## config.mk

```make
export PLATFORM = sky130hd
export DESIGN_NAME = bmio_io
export DESIGN_NICKNAME = d
export VERILOG_FILES = /design/src/hw/rtl/bus_memory_io_responder_core_defines.svh /design/src/hw/rtl/bmio_pkg.sv /design/src/hw/rtl/bmio_io.sv
export SDC_FILE = /design/constraint.sdc
export NUM_CORES = 1
export LEC_CHECK = 0
export ABC_CLOCK_PERIOD_IN_PS = 2950
export BUFFER_PORTS_ARGS = -buffer_cell sky130_fd_sc_hd__buf_2
export CORE_UTILIZATION = 30
export DETAILED_ROUTE_END_ITERATION = 6
export PLACE_DENSITY_LB_ADDON = 0.08
export SLEW_MARGIN = 0
export SYNTH_ARGS = -nofsm -noshare
export SYNTH_HDL_FRONTEND = slang
export SYNTH_SLANG_ARGS = --single-unit
```

## constraint.sdc

```tcl
create_clock -name clk_i -period 2.95 [get_ports clk_i]
set_clock_uncertainty 0.2 [all_clocks]
set_input_delay 0.1475 -clock clk_i [delete_from_list [all_inputs] [get_ports clk_i]]
set_output_delay 0.1475 -clock clk_i [all_outputs]
set_load 0.01 [all_outputs]
```

## src/hw/rtl/bus_memory_io_responder_core_defines.svh

```systemverilog
// Assertion macros for the bus memory and I/O responder.
// Used by the top level only; depends on nothing else.
`ifndef BUS_MEMORY_IO_RESPONDER_CORE_DEFINES_SVH
`define BUS_MEMORY_IO_RESPONDER_CORE_DEFINES_SVH

// The consequent must hold in the same cycle as the antecedent.
`define BMIO_ASSERT_NOW(label, clk, rst_n, ante, cons, msg) \
  label: assert property (@(posedge clk) disable iff (!(rst_n)) (ante) |-> (cons)) \
    else $error(msg);

// The consequent must hold in the cycle after the antecedent.
`define BMIO_ASSERT_NEXT(label, clk, rst_n, ante, cons, msg) \
  label: assert property (@(posedge clk) disable iff (!(rst_n)) (ante) |=> (cons)) \
    else $error(msg);

`endif

```

## src/hw/rtl/bmio_pkg.sv

```systemverilog
// Shared types and constants for the bus memory and I/O responder.
// Used by the top level, bmio_ram and bmio_io; depends on nothing.
`timescale 1ns / 1ps
`default_nettype none

package bmio_pkg;

  // Memory size in address bits; the I/O decode always uses all 16 bits.
  localparam int unsigned ADDR_BITS = 16;
  localparam int unsigned MEM_DEPTH = 1 << ADDR_BITS;

  typedef enum logic [1:0] {
    KIND_READ  = 2'd0,
    KIND_WRITE = 2'd1,
    KIND_TICK  = 2'd2,
    KIND_POLL  = 2'd3
  } kind_e;

  // Configuration register indexes.
  localparam int unsigned CFG_IDX_W = 1;
  localparam logic [CFG_IDX_W-1:0] CFG_SERIAL_PORT = 1'b0;
  localparam logic [CFG_IDX_W-1:0] CFG_BLOCK_PORT  = 1'b1;
  localparam logic [7:0] SERIAL_PORT_RESET = 8'd160;
  localparam logic [7:0] BLOCK_PORT_RESET  = 8'd128;

  // Address map.
  localparam logic [15:0] IO_FIRST   = 16'hFF00;
  localparam logic [15:0] IO_PAGE_END = 16'hFFF0;
  localparam logic [15:0] IO_LAST    = 16'hFFFD;
  localparam logic [15:0] RESET_VEC  = 16'hFFFE;
  localparam logic [15:0] LOC_FRAME  = 16'hFF03;

  // Low bytes inside the I/O page.
  localparam logic [7:0] LO_HALT_LAST = 8'h01;
  localparam logic [7:0] LO_PIA_DATA  = 8'h02;
  localparam logic [7:0] LO_PIA_CTRL  = 8'h03;
  localparam logic [7:0] SER_DATA_OFS = 8'd1;
  localparam logic [7:0] BLK_STAT_OFS = 8'd7;

  localparam logic [7:0] FRAME_FLAG_SET = 8'h80;
  localparam logic [7:0] FRAME_FLAG_CLR = 8'h7F;
  localparam logic [7:0] SER_STATUS_BASE = 8'h02;
  localparam logic [7:0] BLK_STAT_VALUE  = 8'h01;
  localparam logic [7:0] PIA_DATA_VALUE  = 8'hFF;

  localparam logic [7:0] CHAR_MIN = 8'd1;
  localparam logic [7:0] CHAR_MAX = 8'd126;
  localparam logic [7:0] CHAR_LF  = 8'h0A;
  localparam logic [7:0] CHAR_CR  = 8'h0D;

  typedef struct packed {
    logic [1:0]  kind;
    logic [15:0] addr;
    logic [7:0]  wdata;
    logic        char_valid;
    logic [7:0]  char_in;
  } in_item_t;

  typedef struct packed {
    logic [7:0] rdata;
    logic       irq;
    logic       tx_valid;
    logic [7:0] tx_char;
    logic       char_taken;
  } out_item_t;

  typedef struct packed {
    logic                 en;
    logic [ADDR_BITS-1:0] addr;
    logic [7:0]           data;
  } mem_wr_t;

  typedef struct packed {
    logic started;
    logic irq;
  } status_t;

endpackage

`default_nettype wire

```

## src/hw/rtl/bmio_io.sv

```systemverilog
// I/O page emulation: decodes one item, updates the flags and location FF03.
// Depends on bmio_pkg; produces the result and the memory write request.
`timescale 1ns / 1ps
`default_nettype none

module bmio_io (
  input  logic                clk_i,
  input  logic                rst_ni,
  input  logic                fire_i,
  input  bmio_pkg::in_item_t  item_i,
  input  logic [7:0]          mem_data_i,
  input  logic [7:0]          serial_port_low_i,
  input  logic [7:0]          block_port_low_i,
  output bmio_pkg::out_item_t result_o,
  output bmio_pkg::mem_wr_t   mem_wr_o,
  output bmio_pkg::status_t   status_o
);
  import bmio_pkg::*;

  logic       started_q, started_d;
  logic       frame_en_q, frame_en_d;
  logic       frame_pend_q, frame_pend_d;
  logic       ser_en_q, ser_en_d;
  logic       ser_pend_q, ser_pend_d;
  logic       rx_ready_q, rx_ready_d;
  logic [7:0] rx_char_q, rx_char_d;
  // Location FF03 lives here so that a tick or a flag clear needs no memory access.
  logic [7:0] ff03_q, ff03_d;

  logic [7:0] lo;
  logic [7:0] ser_data_lo;
  logic [7:0] blk_stat_lo;
  logic       in_page;
  logic       io_win;
  logic       is_ff03_loc;
  logic [7:0] mem_byte;
  logic [7:0] data;
  logic       reading;

  always_comb begin
    started_d    = started_q;
    frame_en_d   = frame_en_q;
    frame_pend_d = frame_pend_q;
    ser_en_d     = ser_en_q;
    ser_pend_d   = ser_pend_q;
    rx_ready_d   = rx_ready_q;
    rx_char_d    = rx_char_q;
    ff03_d       = ff03_q;
    result_o     = '0;
    mem_wr_o     = '0;

    lo          = item_i.addr[7:0];
    ser_data_lo = serial_port_low_i + SER_DATA_OFS;
    blk_stat_lo = block_port_low_i + BLK_STAT_OFS;
    in_page     = (item_i.addr >= IO_FIRST) && (item_i.addr < IO_PAGE_END);
    io_win      = started_q && (item_i.addr >= IO_FIRST) && (item_i.addr <= IO_LAST);
    is_ff03_loc = (item_i.addr[ADDR_BITS-1:0] == LOC_FRAME[ADDR_BITS-1:0]);
    mem_byte    = is_ff03_loc ? ff03_q : mem_data_i;
    data        = item_i.wdata;
    reading     = 1'b0;

    case (item_i.kind)
      KIND_READ: begin
        reading = 1'b1;
        data    = mem_byte;
        if (in_page) begin
          if ((lo <= LO_HALT_LAST) || (lo == LO_PIA_CTRL)) begin
            data = mem_byte;
          end else if (lo == LO_PIA_DATA) begin
            data         = PIA_DATA_VALUE;
            ff03_d       = ff03_q & FRAME_FLAG_CLR;
            frame_pend_d = 1'b0;
          end else if (lo == serial_port_low_i) begin
            data       = SER_STATUS_BASE | {ser_pend_q, 6'b0, rx_ready_q};
            ser_pend_d = 1'b0;
          end else if (lo == ser_data_lo) begin
            data       = rx_ready_q ? rx_char_q : 8'h00;
            rx_ready_d = 1'b0;
          end else if (lo == blk_stat_lo) begin
            data = BLK_STAT_VALUE;
          end
        end
        result_o.rdata = data;
        if (item_i.addr == RESET_VEC) begin
          started_d = 1'b1;
        end
      end
      KIND_WRITE: begin
        if (started_q) begin
          mem_wr_o.en   = 1'b1;
          mem_wr_o.addr = item_i.addr[ADDR_BITS-1:0];
          mem_wr_o.data = item_i.wdata;
          if (is_ff03_loc) begin
            ff03_d = item_i.wdata;
          end
        end
      end
      KIND_TICK: begin
        ff03_d = ff03_q | FRAME_FLAG_SET;
        if (frame_en_q) begin
          frame_pend_d = 1'b1;
        end
      end
      KIND_POLL: begin
        if (!rx_ready_q) begin
          if (item_i.char_valid && (item_i.char_in >= CHAR_MIN) &&
              (item_i.char_in <= CHAR_MAX)) begin
            rx_char_d  = (item_i.char_in == CHAR_LF) ? CHAR_CR : item_i.char_in;
            rx_ready_d = 1'b1;
            ser_pend_d = 1'b1;
            result_o.char_taken = 1'b1;
          end else begin
            rx_char_d  = 8'h00;
            rx_ready_d = 1'b0;
            ser_pend_d = 1'b0;
          end
        end
      end
      default: begin
      end
    endcase

    // Port side effects once the reset vector has been fetched.
    if (io_win && ((item_i.kind == KIND_READ) || (item_i.kind == KIND_WRITE))) begin
      if (lo <= LO_PIA_DATA) begin
        // PIA0 data and the halting reads have no side effect here.
      end else if (lo == LO_PIA_CTRL) begin
        frame_en_d = data[0];
      end else if (lo == serial_port_low_i) begin
        if (!reading) begin
          ser_en_d = item_i.wdata[7];
        end
      end else if (lo == ser_data_lo) begin
        if (!reading) begin
          result_o.tx_valid = 1'b1;
          result_o.tx_char  = item_i.wdata;
        end
      end
    end

    result_o.irq = (frame_en_d & frame_pend_d) | (ser_en_d & ser_pend_d);
  end

  always_ff @(posedge clk_i or negedge rst_ni) begin
    if (!rst_ni) begin
      started_q    <= 1'b0;
      frame_en_q   <= 1'b0;
      frame_pend_q <= 1'b0;
      ser_en_q     <= 1'b0;
      ser_pend_q   <= 1'b0;
      rx_ready_q   <= 1'b0;
      rx_char_q    <= 8'h00;
      ff03_q       <= 8'h00;
    end else if (fire_i) begin
      started_q    <= started_d;
      frame_en_q   <= frame_en_d;
      frame_pend_q <= frame_pend_d;
      ser_en_q     <= ser_en_d;
      ser_pend_q   <= ser_pend_d;
      rx_ready_q   <= rx_ready_d;
      rx_char_q    <= rx_char_d;
      ff03_q       <= ff03_d;
    end
  end

  assign status_o.started = started_q;
  assign status_o.irq     = (frame_en_q & frame_pend_q) | (ser_en_q & ser_pend_q);

endmodule

`default_nettype wire
```

==> results of run 1 <==
-- cells by family after synthesis --
group	after synthesis	share of synthesized area, %
AO/OA/AOI/OAI	70	19.94
XOR/XNOR	19	7.033
adder cells (fa/ha/maj)	6	3.173
buffers and inverters	32	5.500
flip-flops	22	23.27
multiplexers	19	8.620
AND/OR/NAND/NOR	136	32.47
-- Yosys cell counts (all sizes together), types with 2 or more instances --
cell type | count | share of area (%)
o21ai | 16 | 3.4
nor3 | 8 | 2.6
ha | 6 | 3.2
dfrtp | 22 | 23
a211o | 2 | 0.74
nand3 | 7 | 1.5
or3 | 4 | 1.1
nand4b | 2 | 0.74
and2 | 12 | 3.2
buf | 6 | 1.4
xor2 | 5 | 1.9
nor4 | 7 | 2.1
o211ai | 4 | 1.5
nand4 | 4 | 1.1
o2111ai | 3 | 1.1
o22ai | 5 | 1.3
inv | 15 | 2.4
a21o | 4 | 1.3
mux2 | 11 | 5.2
nor2 | 11 | 1.7
or4 | 3 | 0.95
and3 | 31 | 8.2
nand2b | 5 | 1.3
a21oi | 14 | 3.0
nor2b | 3 | 0.79
a31oi | 8 | 2.1
clkbuf | 11 | 1.7
nand2 | 33 | 5.2
mux2i | 8 | 3.4
nand3b | 2 | 0.63
xnor2 | 14 | 5.2
nor4b | 2 | 0.74
-- state kept, by name, indices dropped and copies added (netlist names) --
signal,count
ff03_q,8
rx_char_q,8
frame_en_q,1
frame_pend_q,1
rx_ready_q,1
ser_en_q,1
ser_pend_q,1
started_q,1
-- metrics by stage --
step	util, %	instance area (um2)	std cells	total power [uW]	setup slack, ps
after floorplan	-	2366	304	465.4	635.4
after global placement	39.03	3000	502	570.4	251.4
after detailed placement	39.03	3000	502	570.6	240.1
after CTS	41.91	3222	521	874.0	226.5
after global routing	41.91	3222	521	918.7	69.04
final	41.91	3222	521	864.1	235.8
-- worst min-delay path, delay by kind of cell --
kind,cells,cell delay [ps]
AO/OA/AOI/OAI,2,240
buffers and inverters,1,100
-- power by group through the flow --
stage | Combinational [uW] | Clock, uW | Sequential (uW)
finish | 246 | 284 | 334
floorplan | 130 | 0 | 335
global route | 277 | 305 | 337
global placement | 231 | 0 | 339
detailed placement | 231 | 0 | 340
CTS | 247 | 293 | 334
-- timing repair --
| action | CTS | global route |
|---|---|---|
| buffers inserted | 0 | 0 |
| hold buffers | 15 | 0 |
| endpoints found under the hold margin | 36 | 0 |
-- layer usage --
metal / share of wire [%] / routed length, um / vias up
met5: 0 / 0 / -
met4: 1.2 / 86 / 0
met3: 5.5 / 406 / 8
met2: 44 / 3225 / 88
met1: 50 / 3673 / 1219
li1: - / - / 1349
-- cell type report --
cell class / count / share of cell area [%]
Multi-Input combinational cell: 250 / 52.31
Timing Repair Buffer: 128 / 22.68
Sequential cell: 22 / 17.09
Tap cell: 102 / 3.961
Inverter: 15 / 1.748
Clock buffer: 3 / 1.282
Clock inverter: 1 / 0.9320
-- final timing paths --
kind	start	to
worst max-delay path	block_port_low_i[0]	result_o[10]
worst min-delay path	item_i[2]	rx_char_q[2]$_DFFE_PN0P_
worst max register to register	started_q$_DFFE_PN0P_	ser_en_q$_DFFE_PN0P_
worst min register to register	rx_char_q[2]$_DFFE_PN0P_	rx_char_q[2]$_DFFE_PN0P_
max in group asynchronous	rst_ni	ff03_q[4]$_DFFE_PN0P_
min in group asynchronous	rst_ni	rx_char_q[3]$_DFFE_PN0P_
-- placed cells by master, fill, tap and decap left out, types with 3 or more instances in the layout --
master	Yosys	layout
and2_1	12	12
or3_1	4	4
buf_4	1	6
or4_1	3	3
mux2_2	9	9
o22ai_1	5	5
o21ai_0	12	12
nor2_1	11	11
clkbuf_8	0	3
a21o_1	4	4
nand2b_1	5	5
nand4_1	4	4
nand2_1	33	33
o21ai_1	4	4
buf_2	5	107
inv_1	15	15
xor2_1	5	5
nor3_1	5	5
and3_1	31	31
xnor2_1	14	14
o211ai_1	3	3
ha_1	6	6
nor2b_1	3	3
o2111ai_1	3	3
nand3_1	7	7
dlygate4sd3_1	0	15
a21oi_1	14	14
nor4_1	6	6
dfrtp_1	22	22
a31oi_1	8	8
mux2i_1	8	8
==> results.md, run 1 <==
* CTS Sinks at 22
* Final hold slack at 51.08 ps
* ANT cells at 0
* Primary FF master, synth: dfrtp_1
* Gate Count Post-Synth at 304
* Post-DR wirelength/cell at 14.19 um
* Slew @ Worst Pin at 514.5 ps
* Net switching power at 251.5 uW
* Clock Root Buffer: clkbuf_8
* Vias in the first global route at 2535
* Comb pwr share at 28.4%
* # H-tree levels at 1
* PwrDens at 268.2 nW/um2
* CP Cell Sequence: buf_2, inv_1, ha_1, xnor2_1, or3_1, or4_1, a31oi_1, o211ai_2, a41oi_2, buf_2
* CP bufs+invs at 3
* Setup TNS at 0 ps
* Flops & latches, synth at 22
* Layout cells sized above 1 at 31.98%
* Nets@finish at 488
* Multi-input logic area at 1685 um2
* Min-delay worst type: input pin to register
* Final wirelength at 7392 um
* DP HPWL at 5900 um
* Initial DRC count at 83
* Met1 Usage GRT at 26.20%
* Vias per cell at 5.113
* Sequential fraction of the synthesis area at 23.27%
* Delay-heaviest family, CP: simple AND/OR/NAND/NOR gates
* Cts bufs inserted at 3
* # fillers at 836
* Period utilisation layout at 92.01%
* Count of cell types in the netlist at 55
* Initial antenna violation count at 0
* Crit-path slowest cell: or4_1
* Slew margin rel. at 65.21%
* Worst Setup End Kind: output pin
* Static Leak at 0.001655 uW
* Cell Area, Synth at 2366 um2
* Die X-Extent at 90.81 um
* RSZ-0062 raised after global routing: false
* Grt ovf at 0
* Layout area overhead at 36.17%
* Drt first pass iters at 4
* Count of input and output buffers at 107
* Clock slew at reported path FFs at 90 ps
* Post-DRT Antenna Nets at 0
* Crit Path Max Fanout at 5
* Core area at 7687 um2
* First-pass GRT wire length at 12480 um
* CP startpoint kind: input pin
* CTS tree: yes
* FF-to-FF path depth at 6
* Worst Path Arrival at 2370 ps
* Max Cap Violations at 0
* Most used cell, CP: buf_2
* Critical path class: input pin to output pin
* Levels on crit path at 10
* Final Hold Fails at 0
* GRT met3 Usage at 2.778%
* Clk Latency, worst-skew pair at 270 ps
* Min Tclk post-route at 2714 ps
* Cell Int Power at 612.5 uW
* Row cnt at 32
* Reg power frac at 38.7%
* Status: complete, no violations
* Ys Warns at 0
* Cts repair resizes at 0
* DRC violations left at 0
* Clock Power Share at 32.9%
* Net Count, Synth at 372
* Routing usage on met2 at 29.36%
* Worst path max stage delay at 580 ps
* Reg2reg setup slack at 1110 ps
* Final Max Tran Viols at 0
* Hold path cells at 3
* Register area at 550.5 um2
* FFs w/ async S/R, synth at 100.0%
* Full die area at 8246 um2
* Initial core utilization at 30.78%
* Via Count at 2664
* Req. time, crit path at 2600 ps
* GR peak layer: met2
* Max clock buf depth at 2
* Largest net degree at the start of global routing at 28
* Final-report setup violation count at 0
* EDFF count, synth at 0
* Sw frac at 29.11%
* Total track usage at 18.37%
* Die H at 90.81 um
* Worst VDD drop at 141.0 uV
* Placer Congestion at 0.9021
* I/O Pins at 108
* Peak Freq at 0.3684 GHz
* Avg Cell Area, Syn at 7.783 um2
No activity file was read; power rests on OpenSTA's default activity.
==> run 2, diff against run 1 <==
- CORE_ASPECT_RATIO: default -> 1.2
==> run 2 against run 1 <==
- flip-flop and latch count is the same
- maximum frequency shrank 0.26%
- total power up 0.53%
- largest cell class unchanged
- combinational power hardly changed
- critical endpoint unchanged
- final area down 0.39%
- global-route usage is 0.11 points higher
- final cell count fell by 1.9%
- sequential power barely moved
- sequential share of layout area up 0.067 points
- clock power up 1%
- core utilization is essentially flat
- worst setup slack worse by 7.1 ps
==> results.md, run 2 (synthesis results as in run 1) <==
* Worst Setup End Kind: output pin
* Clock Root Buffer: clkbuf_8
* Grt ovf at 0
* Count of input and output buffers at 107
* Vias in the first global route at 2627
* Comb pwr share at 28.3%
* Slew @ Worst Pin at 535.1 ps
* Layout cells sized above 1 at 31.98%
* Vias per cell at 5.284
* Largest net degree at the start of global routing at 28
* Full die area at 8248 um2
* Placer Congestion at 0.8151
* CTS Sinks at 22
* RSZ-0062 raised after global routing: false
* Crit Path Max Fanout at 5
* Peak Freq at 0.3675 GHz
* CP startpoint kind: input pin
* Core area at 7664 um2
* Commonest non-fill, non-tap cell in the layout: buf_2
* Max clock buf depth at 2
* Post-layout util at 41.88%
* Worst VDD drop at 286.4 uV
* DRC violations left at 0
* First-pass GRT wire length at 12540 um
* Cell Int Power at 612.5 uW
* Post-DRT Antenna Nets at 0
* Post-DR wirelength/cell at 15.19 um
* Net switching power at 256.2 uW
* Initial antenna violation count at 0
* Cts bufs inserted at 3
* Row cnt at 35
* Via Count at 2700
* Clock Power Share at 33.1%
* Clock slew at reported path FFs at 90 ps
* Static Leak at 0.001655 uW
* Top flop regs: ff03_q x8, rx_char_q x8
* Min Tclk post-route at 2721 ps
* Critical path class: input pin to output pin
* Most frequent cells in the layout: buf_2 (107), nand2_1 (33), and3_1 (31), dfrtp_1 (22)
* Status: complete, no violations
* CTS tree: yes
* Period utilisation layout at 92.25%
* Clk Latency, worst-skew pair at 270 ps
* PwrDens at 270.7 nW/um2
* Final Hold Fails at 0
* Min-delay worst type: input pin to register
* Setup TNS at 0 ps
* Sw frac at 29.49%
* Initial core utilization at 30.87%
* # H-tree levels at 1
* Die X-Extent at 83.07 um
* Worst Path Arrival at 2370 ps
* Post-CTS Setup Inserts at 0
* Total track usage at 18.48%
* Req. time, crit path at 2600 ps
* ANT cells at 0
* Layout area overhead at 35.64%
* Slew margin rel. at 64.32%
* I/O Pins at 108
* Final wirelength at 7764 um
* Drt first pass iters at 4
* Final-report setup violation count at 0
* Nets@finish at 488
* Final Max Tran Viols at 0
* Die H at 99.29 um
* Reg power frac at 38.6%
* Initial DRC count at 95
* Max Cap Violations at 0
* DP HPWL at 6134 um
-- run 2: cell counts in the layout (fill, tap and decap cells not counted) --
Identical to the previous run, type by type.
-- run 2: power groups by stage --
stage          combinational, uW  clock, uW  sequential (uW)
2_1_floorplan                130          0              335
3_5_place_dp                 231          0              341
4_1_cts                      247        299              335
3_3_place_gp                 230          0              341
5_1_grt                      275        313              337
6_report                     246        288              335
-- run 2: cell type report --
cell class / instances / area, um2
Clock buffer: 3 / 41.29
Clock inverter: 1 / 30.03
Fill cell: 823 / 4454
Inverter: 15 / 56.30
Multi-Input combinational cell: 250 / 1685
Sequential cell: 22 / 550.5
Tap cell: 92 / 115.1
Timing Repair Buffer: 128 / 730.7
-- run 2: metrics by stage --
| stage | hold slack [ps] | std cells | instance area, um2 | total power, uW | setup WS (ps) |
|---|---|---|---|---|---|
| after floorplan | -348.1 | 304 | 2366 | 465.4 | 635.4 |
| after global placement | -37.24 | 492 | 2988 | 570.7 | 247.9 |
| after detailed placement | -34.42 | 492 | 2988 | 571.5 | 221.4 |
| after CTS | 22.34 | 511 | 3209 | 881.0 | 215.4 |
| after global routing | 52.91 | 511 | 3209 | 925.1 | 20.08 |
| final | 31.53 | 511 | 3209 | 868.6 | 228.7 |
-- run 2: path summary, 6_finish.rpt --
kind / startpoint / endpoint / slack (ps) / depth (start not counted)
setup / recovery: block_port_low_i[0] / result_o[10] / 230 / 10
hold / removal: fire_i / frame_pend_q$_DFFE_PN0P_ / 30 / 2
setup reg to reg: started_q$_DFFE_PN0P_ / ser_en_q$_DFFE_PN0P_ / 1080 / 6
hold reg to reg: rx_char_q[4]$_DFFE_PN0P_ / rx_char_q[4]$_DFFE_PN0P_ / 290 / 2
max in group asynchronous: rst_ni / ff03_q[1]$_DFFE_PN0P_ / 2000 / 2
min in group asynchronous: rst_ni / ser_pend_q$_DFFE_PN0P_ / 190 / 2
-- run 2: routing by layer --
layer	up-vias	global-route usage [%]	wire length [um]
met4	0	4.244	69
met3	4	1.909	314
met5	-	0	0
li1	1346	-	-
met2	69	33.73	3963
met1	1281	23.34	3416
-- run 2: what timing repair did --
| item | CTS | global route |
|---|---|---|
| hold buffers | 15 | 0 |
| gates resized for setup | 0 | 0 |
| endpoints found under the hold margin | 36 | 0 |
-- run 2: worst max-delay path: stages --
cell and delay (ps):
buf_2 120, inv_1 50, ha_1 290, xnor2_1 120, or3_1 360, or4_1 580
a31oi_1 240, o211ai_2 140, a41oi_2 170, buf_2 160
